## config.mk

```make
export PLATFORM = sky130hd
export DESIGN_NAME = double_hash_open_address_table_unit
export DESIGN_NICKNAME = d
export VERILOG_FILES = /design/src/hdl/dhoat_pkg.sv /design/src/hdl/dhoat_mod_unit.sv /design/src/hdl/double_hash_open_address_table_unit.sv
export SDC_FILE = /design/constraint.sdc
export NUM_CORES = 2
export LEC_CHECK = 0
export ABC_AREA = 1
export BUFFER_PORTS_ARGS = -buffer_cell sky130_fd_sc_hd__buf_4
export CORE_MARGIN = 5
export CORE_UTILIZATION = 45
export DETAILED_ROUTE_END_ITERATION = 6
export GPL_TIMING_DRIVEN = 0
export PLACE_DENSITY = 0.67
export SLEW_MARGIN = 20
export SYNTH_ARGS = -nofsm -noshare
export SYNTH_HDL_FRONTEND = slang
export SYNTH_SLANG_ARGS = --single-unit
export TNS_END_PERCENT = 30
```

## constraint.sdc

```tcl
create_clock -name i_clk -period 7.1 [get_ports i_clk]
set_input_delay 0.71 -clock i_clk [delete_from_list [all_inputs] [get_ports i_clk]]
set_output_delay 0.71 -clock i_clk [all_outputs]
set_load 0.01 [all_outputs]
```

## src/hdl/dhoat_pkg.sv

```systemverilog
// Package for the double-hashing open-address hash table.
// Holds field widths, operation codes, slot marks and status codes.
// No dependencies.
package dhoat_pkg;

    localparam int KIND_W   = 2;
    localparam int KEY_W    = 31;
    localparam int STATUS_W = 3;
    localparam int MARK_W   = 2;
    localparam int SLOT_W   = MARK_W + KEY_W;

    localparam logic [KIND_W-1:0] KIND_FIND   = 2'd0;
    localparam logic [KIND_W-1:0] KIND_INSERT = 2'd1;
    localparam logic [KIND_W-1:0] KIND_REMOVE = 2'd2;

    localparam logic [MARK_W-1:0] MARK_EMPTY   = 2'd0;
    localparam logic [MARK_W-1:0] MARK_USED    = 2'd1;
    localparam logic [MARK_W-1:0] MARK_DELETED = 2'd2;

    localparam logic [STATUS_W-1:0] ST_FOUND    = 3'd0;
    localparam logic [STATUS_W-1:0] ST_NOKEY    = 3'd1;
    localparam logic [STATUS_W-1:0] ST_INSERTED = 3'd2;
    localparam logic [STATUS_W-1:0] ST_DUP      = 3'd3;
    localparam logic [STATUS_W-1:0] ST_FULL     = 3'd4;

endpackage

```

## src/hdl/dhoat_mod_unit.sv

```systemverilog
// Remainder unit: key mod TABLE_SIZE and key mod (TABLE_SIZE - 1).
// Both remainders come from reciprocal multiplication on one shared multiplier
// under a five-step sequencer. Depends on dhoat_pkg.
module dhoat_mod_unit import dhoat_pkg::*; #(
    parameter int TABLE_SIZE = 31
) (
    input  logic                          i_clk,
    input  logic                          i_rst_n,
    input  logic                          i_start,
    input  logic [KEY_W-1:0]              i_key,
    output logic                          o_done,
    output logic [$clog2(TABLE_SIZE)-1:0] o_rem_home,
    output logic [$clog2(TABLE_SIZE)-1:0] o_rem_step
);

    localparam int IW      = $clog2(TABLE_SIZE);
    localparam int MUL_W   = KEY_W + 1;
    localparam int PROD_W  = 2 * MUL_W;
    localparam int SHIFT_A = KEY_W + $clog2(TABLE_SIZE);
    localparam int SHIFT_B = KEY_W + $clog2(TABLE_SIZE - 1);
    localparam logic [63:0] RECIP_A_W =
        ((64'd1 << SHIFT_A) + 64'(TABLE_SIZE - 1)) / 64'(TABLE_SIZE);
    localparam logic [63:0] RECIP_B_W =
        ((64'd1 << SHIFT_B) + 64'(TABLE_SIZE - 2)) / 64'(TABLE_SIZE - 1);
    localparam logic [MUL_W-1:0] RECIP_A = MUL_W'(RECIP_A_W);
    localparam logic [MUL_W-1:0] RECIP_B = MUL_W'(RECIP_B_W);
    localparam logic [MUL_W-1:0] DIV_A   = MUL_W'(TABLE_SIZE);
    localparam logic [MUL_W-1:0] DIV_B   = MUL_W'(TABLE_SIZE - 1);

    typedef enum logic [2:0] {
        P_IDLE,
        P_RECIP_A,
        P_BACK_A,
        P_RECIP_B,
        P_BACK_B,
        P_SUB_B
    } t_phase;

    t_phase            r_phase;
    logic [KEY_W-1:0]  r_key;
    logic [PROD_W-1:0] r_prod;
    logic [IW-1:0]     r_rem_a;
    logic [IW-1:0]     r_rem_b;
    logic              r_done;
    logic [MUL_W-1:0]  quot_a;
    logic [MUL_W-1:0]  quot_b;
    logic [MUL_W-1:0]  mul_x;
    logic [MUL_W-1:0]  mul_y;
    logic [PROD_W-1:0] n_prod;
    logic [IW-1:0]     diff;

    always_comb begin
        quot_a = MUL_W'(r_prod >> SHIFT_A);
        quot_b = MUL_W'(r_prod >> SHIFT_B);
        mul_x  = {1'b0, r_key};
        mul_y  = RECIP_A;
        unique case (r_phase)
            P_BACK_A: begin
                mul_x = quot_a;
                mul_y = DIV_A;
            end
            P_RECIP_B: begin
                mul_y = RECIP_B;
            end
            P_BACK_B: begin
                mul_x = quot_b;
                mul_y = DIV_B;
            end
            default: begin
                mul_y = RECIP_A;
            end
        endcase
        n_prod = PROD_W'(mul_x) * PROD_W'(mul_y);
        diff   = r_key[IW-1:0] - r_prod[IW-1:0];
    end

    always_ff @(posedge i_clk) begin
        if (!i_rst_n) begin
            r_phase <= P_IDLE;
            r_done  <= 1'b0;
        end else begin
            r_done <= (r_phase == P_SUB_B);
            unique case (r_phase)
                P_IDLE: begin
                    if (i_start) begin
                        r_key   <= i_key;
                        r_phase <= P_RECIP_A;
                    end
                end
                P_RECIP_A: begin
                    r_prod  <= n_prod;
                    r_phase <= P_BACK_A;
                end
                P_BACK_A: begin
                    r_prod  <= n_prod;
                    r_phase <= P_RECIP_B;
                end
                P_RECIP_B: begin
                    r_rem_a <= diff;
                    r_prod  <= n_prod;
                    r_phase <= P_BACK_B;
                end
                P_BACK_B: begin
                    r_prod  <= n_prod;
                    r_phase <= P_SUB_B;
                end
                P_SUB_B: begin
                    r_rem_b <= diff;
                    r_phase <= P_IDLE;
                end
                default: begin
                    r_phase <= P_IDLE;
                end
            endcase
        end
    end

    assign o_done     = r_done;
    assign o_rem_home = r_rem_a;
    assign o_rem_step = r_rem_b;

endmodule

```

## src/hdl/double_hash_open_address_table_unit.sv

```systemverilog
// Steps per item: hashing in the remainder unit, a slot read, 1 to TABLE_SIZE probes and
// posting the result, which waits while a held result is not taken; an unused kind skips to posting.
// Items are handled one at a time; the remainder unit uses one shared multiplier and the
// slot memory has a single read port.
// After reset a clearing pass marks all TABLE_SIZE slots empty, one per cycle,
// and no item is accepted until it ends. Depends on dhoat_pkg and dhoat_mod_unit.
module double_hash_open_address_table_unit import dhoat_pkg::*; #(
    parameter int TABLE_SIZE = 31
) (
    input  logic                i_clk,
    input  logic                i_rst_n,
    input  logic                i_valid,
    output logic                o_ready,
    input  logic [KIND_W-1:0]   i_kind,
    input  logic [KEY_W-1:0]    i_key,
    output logic                o_valid,
    input  logic                i_ready,
    output logic [STATUS_W-1:0] o_status,
    output logic [KEY_W-1:0]    o_echo_key
);

    localparam int IW = $clog2(TABLE_SIZE);
    localparam logic [IW:0]   SIZE_EXT  = (IW+1)'(TABLE_SIZE);
    localparam logic [IW-1:0] LAST_SLOT = IW'(TABLE_SIZE - 1);

    typedef enum logic [2:0] {
        S_CLEAR,
        S_IDLE,
        S_HASH,
        S_READ,
        S_CHECK,
        S_FINISH
    } t_state;

    t_state                r_state;
    logic [KIND_W-1:0]     r_kind;
    logic [KEY_W-1:0]      r_key;
    logic [IW-1:0]         r_idx;
    logic [IW-1:0]         r_step;
    logic [IW-1:0]         r_probe;
    logic [STATUS_W-1:0]   r_res_status;
    logic                  r_out_valid;
    logic [STATUS_W-1:0]   r_out_status;
    logic [KEY_W-1:0]      r_out_key;
    logic [SLOT_W-1:0]     r_mem [TABLE_SIZE];
    logic [SLOT_W-1:0]     r_rd_data;

    logic                  accept;
    logic                  mod_start;
    logic                  mod_done;
    logic [IW-1:0]         rem_home;
    logic [IW-1:0]         rem_step;
    logic [IW:0]           idx_sum;
    logic [IW:0]           idx_wrap;
    logic [IW-1:0]         idx_next;
    logic [MARK_W-1:0]     rd_mark;
    logic                  hit;
    logic                  is_insert;
    logic                  last_probe;
    logic                  mem_we;
    logic [IW-1:0]         mem_waddr;
    logic [SLOT_W-1:0]     mem_wdata;
    logic [IW-1:0]         mem_raddr;

    dhoat_mod_unit #(
        .TABLE_SIZE(TABLE_SIZE)
    ) u_mod (
        .i_clk      (i_clk),
        .i_rst_n    (i_rst_n),
        .i_start    (mod_start),
        .i_key      (i_key),
        .o_done     (mod_done),
        .o_rem_home (rem_home),
        .o_rem_step (rem_step)
    );

    assign o_ready    = (r_state == S_IDLE);
    assign accept     = i_valid && o_ready;
    assign mod_start  = accept && (i_kind == KIND_FIND || i_kind == KIND_INSERT ||
                                   i_kind == KIND_REMOVE);
    assign rd_mark    = r_rd_data[SLOT_W-1:KEY_W];
    assign hit        = (rd_mark == MARK_USED) && (r_rd_data[KEY_W-1:0] == r_key);
    assign is_insert  = (r_kind == KIND_INSERT);
    assign last_probe = (r_probe == LAST_SLOT);

    always_comb begin
        idx_sum  = {1'b0, r_idx} + {1'b0, r_step};
        idx_wrap = (idx_sum >= SIZE_EXT) ? idx_sum - SIZE_EXT : idx_sum;
        idx_next = idx_wrap[IW-1:0];
    end

    always_comb begin
        mem_we    = 1'b0;
        mem_waddr = r_idx;
        mem_wdata = {MARK_USED, r_key};
        mem_raddr = r_idx;
        unique case (r_state)
            S_CLEAR: begin
                mem_we    = 1'b1;
                mem_wdata = {MARK_EMPTY, {KEY_W{1'b0}}};
            end
            S_CHECK: begin
                mem_raddr = idx_next;
                if (is_insert) begin
                    mem_we = !hit && (rd_mark != MARK_USED);
                end else if (r_kind == KIND_REMOVE) begin
                    mem_we    = hit;
                    mem_wdata = {MARK_DELETED, r_key};
                end
            end
            default: begin
                mem_we = 1'b0;
            end
        endcase
    end

    always_ff @(posedge i_clk) begin
        if (mem_we) begin
            r_mem[mem_waddr] <= mem_wdata;
        end
        r_rd_data <= r_mem[mem_raddr];
    end

    always_ff @(posedge i_clk) begin
        if (!i_rst_n) begin
            r_state     <= S_CLEAR;
            r_idx       <= '0;
            r_out_valid <= 1'b0;
        end else begin
            if (r_out_valid && i_ready && r_state != S_FINISH) begin
                r_out_valid <= 1'b0;
            end
            unique case (r_state)
                S_CLEAR: begin
                    r_idx <= r_idx + 1'b1;
                    if (r_idx == LAST_SLOT) begin
                        r_state <= S_IDLE;
                    end
                end
                S_IDLE: begin
                    if (accept) begin
                        r_kind <= i_kind;
                        r_key  <= i_key;
                        if (mod_start) begin
                            r_state <= S_HASH;
                        end else begin
                            r_res_status <= ST_NOKEY;
                            r_state      <= S_FINISH;
                        end
                    end
                end
                S_HASH: begin
                    if (mod_done) begin
                        r_idx   <= rem_home;
                        r_step  <= rem_step + 1'b1;
                        r_probe <= '0;
                        r_state <= S_READ;
                    end
                end
                S_READ: begin
                    r_state <= S_CHECK;
                end
                S_CHECK: begin
                    if (is_insert && hit) begin
                        r_res_status <= ST_DUP;
                        r_state      <= S_FINISH;
                    end else if (is_insert && rd_mark != MARK_USED) begin
                        r_res_status <= ST_INSERTED;
                        r_state      <= S_FINISH;
                    end else if (!is_insert && hit) begin
                        r_res_status <= ST_FOUND;
                        r_state      <= S_FINISH;
                    end else if (!is_insert && rd_mark == MARK_EMPTY) begin
                        r_res_status <= ST_NOKEY;
                        r_state      <= S_FINISH;
                    end else if (last_probe) begin
                        r_res_status <= is_insert ? ST_FULL : ST_NOKEY;
                        r_state      <= S_FINISH;
                    end else begin
                        r_idx   <= idx_next;
                        r_probe <= r_probe + 1'b1;
                    end
                end
                S_FINISH: begin
                    if (!r_out_valid || i_ready) begin
                        r_out_valid  <= 1'b1;
                        r_out_status <= r_res_status;
                        r_out_key    <= (r_res_status == ST_FOUND) ? r_key : '0;
                        r_state      <= S_IDLE;
                    end
                end
                default: begin
                    r_state <= S_IDLE;
                end
            endcase
        end
    end

    assign o_valid    = r_out_valid;
    assign o_status   = r_out_status;
    assign o_echo_key = r_out_key;

endmodule
```

After elaboration in Yosys (flattened, before gate mapping). Memory sizes are Yosys's and may differ from the RTL's. A register that Yosys moved wholly into a read port is not among the register bits. Index checks and enable logic that the tools add are counted. Widths: inputs -> output; s select.

Flip-flop bits (word level): 198. Bits in writable memories: 1023. Input bits: 37. Output and inout port bits: 36. Word-level logic and storage cells: 145. Memories: 1.

Add/sub/neg operators: 6. $mul: 1. Magnitude comparators: 1. Equality and inequality tests: 32. Mux-type cells: 51. Reduce and logical (&&, ||, !) cells: 37.

Memory list: r_mem (depth 31, bits a word 33, rd ports 1, clocked after memory_dff 1, wr ports 1, line double_hash_open_address_table_unit.sv:45) `logic [SLOT_W-1:0] r_mem [TABLE_SIZE];`.

Operators with widths (count): $pmux 32 s3 (1); $mux 5 (14); $mux 33 (2); $pmux 33 s2 (1); $mul 32x32->64 (1); $mux 3 (19); $eq 31x31->1 (1); $mux 31 (1); $ne 2x2->1 const B (9); $pmux 3 s6 (1); $add 5x1->5 const B (3); $pmux 3 s5 (1); $pmux 5 s3 (1); $eq 3x2->1 const B (4); $eq 3x3->1 const B (4); $reduce_and 3->1 (4); $eq 5x5->1 const B (2); $logic_and 1x1->1 (10); $pmux 5 s2 (1); $reduce_and 5->1 (2); $logic_not 3->1 (3); $reduce_and 8->1 (1); $mux 1 (7); $reduce_and 7->1 (1); 20 further kinds (34).

Longest topological paths before layout.
Word-level depth: 9. Mapped depth: 40. Mapped depth without buffers: 39.

Cells and area by module. From an unflattened synthesis, not the netlist that was laid out.

Cell total of the unflattened synthesis: 7735. Area total of the unflattened synthesis: 74285.0 µm².

Modules (own cells, without submodules): double_hash_open_address_table_unit (times used 1, cells each 4824, area an instance 50787.5 µm², sequential area each 33962.6 µm²); dhoat_mod_unit (times used 1, cells each 2911, area an instance 23497.5 µm², sequential area each 2302.2 µm²).

Worst setup path before layout. No wires, ideal clock.

Kind: reg-to-reg. Start: reg u_mod.r_phase[1]. End: reg u_mod.r_prod[57], data pin. Arrival: 7.202 ns. Path slack: -0.355 ns. Stages on the path, launching flop included: 35. Path buffers: 2. Clock period less this slack: 7.455 ns. Path through: dfxtp_1 -> nor2_1 -> inv_1 -> nor2_1 -> nor2_1 -> inv_1 -> buf_2 -> buf_1 -> nor2_1 -> nor2_1 -> nor2_1 -> ha_1 -> inv_1 -> fa_1 -> fa_1 -> inv_1 -> fa_1 -> fa_1 -> fa_1 -> fa_1 -> inv_1 -> fa_1 -> inv_1 -> ha_1 -> nand2_1 -> nor2_1 -> inv_1 -> nor4_1 -> nand3_1 -> nand3_1 -> a21oi_1 -> o21ai_0 -> nand2_1 -> nand3_1 -> nand2_1.

Longest elaborated chain between the ends: 4. Elaborated cells between the ends (all ways): 7.

Ends and longest elaborated chain: start, declared (line dhoat_mod_unit.sv:39) `t_phase r_phase;`; start signal, assigned (line dhoat_mod_unit.sv:79) `r_phase <= P_IDLE;`; start signal, assigned (line dhoat_mod_unit.sv:87) `r_phase <= P_RECIP_A;`; start signal, assigned (line dhoat_mod_unit.sv:92) `r_phase <= P_BACK_A;`; $eq 3x2->1 / $eq 3x3->1 (equally long branches) (line dhoat_mod_unit.sv:57) `unique case (r_phase)`; $reduce_or 2->1 (no line); $mux 31 (line dhoat_mod_unit.sv:57); $mul 32x32->64 * (line dhoat_mod_unit.sv:73) `n_prod = PROD_W'(mul_x) * PROD_W'(mul_y);`; net u_mod.n_prod[57] (line dhoat_mod_unit.sv:49) `logic [PROD_W-1:0] n_prod;`; end signal, assigned (line dhoat_mod_unit.sv:91) `r_prod <= n_prod;`; end signal, assigned (line dhoat_mod_unit.sv:95) `r_prod <= n_prod;`; end signal, assigned (line dhoat_mod_unit.sv:100) `r_prod <= n_prod;`; end, declared (line dhoat_mod_unit.sv:41) `logic [PROD_W-1:0] r_prod;`.

The timed path passes the listed nets; every way through them passes the cells marked *. A chain may end at the register's enable or synchronous reset.

Worst setup path after layout.
Start: reg u_mod.r_phase[0]. End: reg u_mod.r_prod[55], data pin.

Same word-level chain as after synthesis.

==> reports/results.ini <==
[placement]
dp_slack_ns = -2.480
numPortBuffers = 72
place.detailed.instances = 9367
dpl.hpwl_um = 181000
gpl.final_weighted_congestion = 1.044

[global_route]
grt_max_degree = 32
track_usage_pct = 27.56
grt_first_pass_wirelength_um = 340800
global_route.overflow_total = 0
vias_in_the_first_global_route = 51990
antenna_found_initial = 9

[sta]
finalHoldWorstSlack_ns = 0.09354
setup_violations = 28
clock_skew_ns = 0.06836
final.period_utilization_pct = 108.5
worst_slew_margin_rel_pct = 28.46
unrepaired_setup_endpoints_after_global_routing = true
period_minus_slack_ns = 7.703
hold_violations = 0
timing_worst_slew_pin_value_ns = 1.070
finalMaxSlewViolations = 0
final.setup.worst_slack_ns = -0.6035
fmaxAchievable_mhz = 129.8

[route]
vias_per_cell = 5.490
firstDrtPassIters = 6
detail_route.iter0.violations = 6239
drt_drc_violations_left = 0
detailroute.via_count = 53200
wirelength_um = 235000
routed_wire_length_per_instance_um = 24.25
postRouteAntennaNets = 0

[run_status]
failed_checks = negative setup slack
status = complete, but fails checks

[synthesis]
share_of_the_synthesized_area_in_compound_gates_ao_oa_aoi_oai_pct = 1.886
synth_simple_gate_area_share_pct = 18.46
number_of_synthesized_flops_with_an_enable_pin = 1177
yosysSeqAreaShare_pct = 50.39
post_synth_inst_count = 7145
warnings_synthesis = 0
avgSynthCellArea_um2 = 10.07
synthArstFlopShare_pct = 0
synth_top_family_by_area = simple AND/OR/NAND/NOR gates
syn_area_um2 = 71970
synthDistinctLibCells = 50
postSynth.topFlopCell = sky130_fd_sc_hd__edfxtp_1
fraction_of_synthesized_cell_area_in_xor_and_xnor_cells_pct = 0.5233
synth.area.mux_share_pct = 0
synthAdderAreaFrac_pct = 18.23
synth.ff_latch_count = 1223

[cells_and_area]
stdcell_count = 9690
fin_nets = 8375
layout_common_cells = sky130_fd_sc_hd__inv_1 (1584), sky130_fd_sc_hd__nand3_1 (1308), sky130_fd_sc_hd__edfxtp_1 (1177)
area_delta_synth_final_pct = 16.69
drive_above_1_share_pct = 13.39
mostFrequentLayoutCell = sky130_fd_sc_hd__inv_1

[cts]
clkSinkCount = 1223
cts.clk_slew.worst_paths_ns = 0.06
root_buffer = sky130_fd_sc_hd__clkbuf_16
cts-buffers-inserted = 134
cts-htree-levels = 4
clk_latency_ns = 0.82
cts_hold_repair.buffers = 0
clockBufferDepth = 3
cts_tree = built

[die]
die_width_um = 409.9
num_rows = 146
initial_utilization_pct = 45.33
boundaryPins = 73
die_h_um = 409.9
core_box_area_um2 = 158700
floorplan.die_area_um2 = 168000

[setup_path]
critical-path-slowest-cell = sky130_fd_sc_hd__fa_2
buffer_and_inverter_count_on_the_worst_path = 9
critical_path_class = flop to flop
critPathLaunchType = flop
worst-endpoint-arrival_ns = 8.21
critical-path-max-stage-delay_ns = 0.61
timing.critical_path.max_delay_family = adder cells
endpoint_kind = flop
critical_path_peak_fanout = 6
required_ns = 7.61

[flow_run]
drv_cap = 0

[worst_hold_path]
hp-class = input pin to flop

## layer usage
| metal | track usage [%] | wire (um) | vias up |
|---|---|---|---|
| met5 | 0 | 9 | - |
| met2 | 44.85 | 109700 | 2659 |
| li1 | - | - | 23960 |
| met3 | 5.282 | 21020 | 607 |
| met4 | 16.04 | 16820 | 2 |
| met1 | 34.50 | 87360 | 25980 |
## registers in the layout, indices dropped and copies added (netlist names)
| name | cells |
|---|---|
| r_rd_data | 33 |
| o_status | 3 |
| r_probe | 5 |
| u_mod.o_done | 1 |
| u_mod.r_key | 31 |
| r_res_status | 3 |
| u_mod.r_phase | 3 |
| o_valid | 1 |
| mem_waddr | 5 |
| u_mod.o_rem_home | 5 |
| r_state | 3 |
| o_echo_key | 31 |
| u_mod.r_prod | 33 |
| r_key | 31 |
| r_mem | 1023 |
| u_mod.o_rem_step | 5 |
| r_kind | 2 |
| r_step | 5 |
## stage by stage
stage	util [%]	setup TNS, ns	instance area (um^2)
2_1_floorplan	-	0	72000
3_3_place_gp	47.33	-82.30	75130
3_5_place_dp	48.70	-60.38	77320
4_1_cts	52.46	-11.96	83280
5_1_grt	52.90	-16.33	83970
6_report	52.90	-11.43	83980
## timing repair
| action | 4_1_cts | 5_1_grt |
|---|---|---|
| setup endpoints to repair | 28 | 28 |
| pin swaps | 43 | 65 |
| hold endpoints to repair | 0 | 0 |
| gates resized for setup | 340 | 112 |
| gates cloned | 2 | 0 |
| setup buffers | 42 | 35 |
## kinds of logic after synthesis
group                      after synthesis
buffers and inverters                 1926
and+or+nand+nor                       2886
xor gates and xnor gates                43
adders and majority gates              828
AOI/OAI and AO/OA                      237
DFF                                   1223
other                                    2
## cell usage after synthesis, types with 31 or more instances
cell type	number	share of area, %
sky130_fd_sc_hd__dfxtp_1	46	1.3
sky130_fd_sc_hd__nand3b_1	167	1.7
sky130_fd_sc_hd__clkbuf_1	70	0.37
sky130_fd_sc_hd__nand3_1	1315	9.1
sky130_fd_sc_hd__xor2_1	31	0.38
sky130_fd_sc_hd__nor2_1	383	2.0
sky130_fd_sc_hd__fa_1	368	10
sky130_fd_sc_hd__o21ai_0	72	0.50
sky130_fd_sc_hd__buf_2	206	1.4
sky130_fd_sc_hd__ha_1	460	8.0
sky130_fd_sc_hd__a21oi_1	96	0.67
sky130_fd_sc_hd__inv_1	1616	8.4
sky130_fd_sc_hd__edfxtp_1	1177	49
sky130_fd_sc_hd__nand2_1	948	4.9
## worst paths after layout
kind,from,endpoint,slack (ns),cells past startpoint
worst max-delay path,u_mod.r_phase[0],u_mod.r_prod[55],-0.60,33
worst min-delay path,i_key[9],r_key[9],0.09,1
worst max register to register,u_mod.r_phase[0],u_mod.r_prod[55],-0.60,33
worst min register to register,u_mod.r_phase[1],u_mod.o_done,0.46,1
## final cells by class
type                    count  area (um^2)
diodes                      1        2.502
plain buffers             306         1680
clock buffers             165         3531
clock inverters            78        879.6
fillers                 13810        74770
inverters                1620         6102
multi-input cells        4000        30020
flip-flops and latches   1223        36270
well taps                2072         2592
repair buffers            225         2900
Power is left out: the tool's default activity adds up to more than one toggle a clock period on the data nets, which glitch-free logic cannot reach.
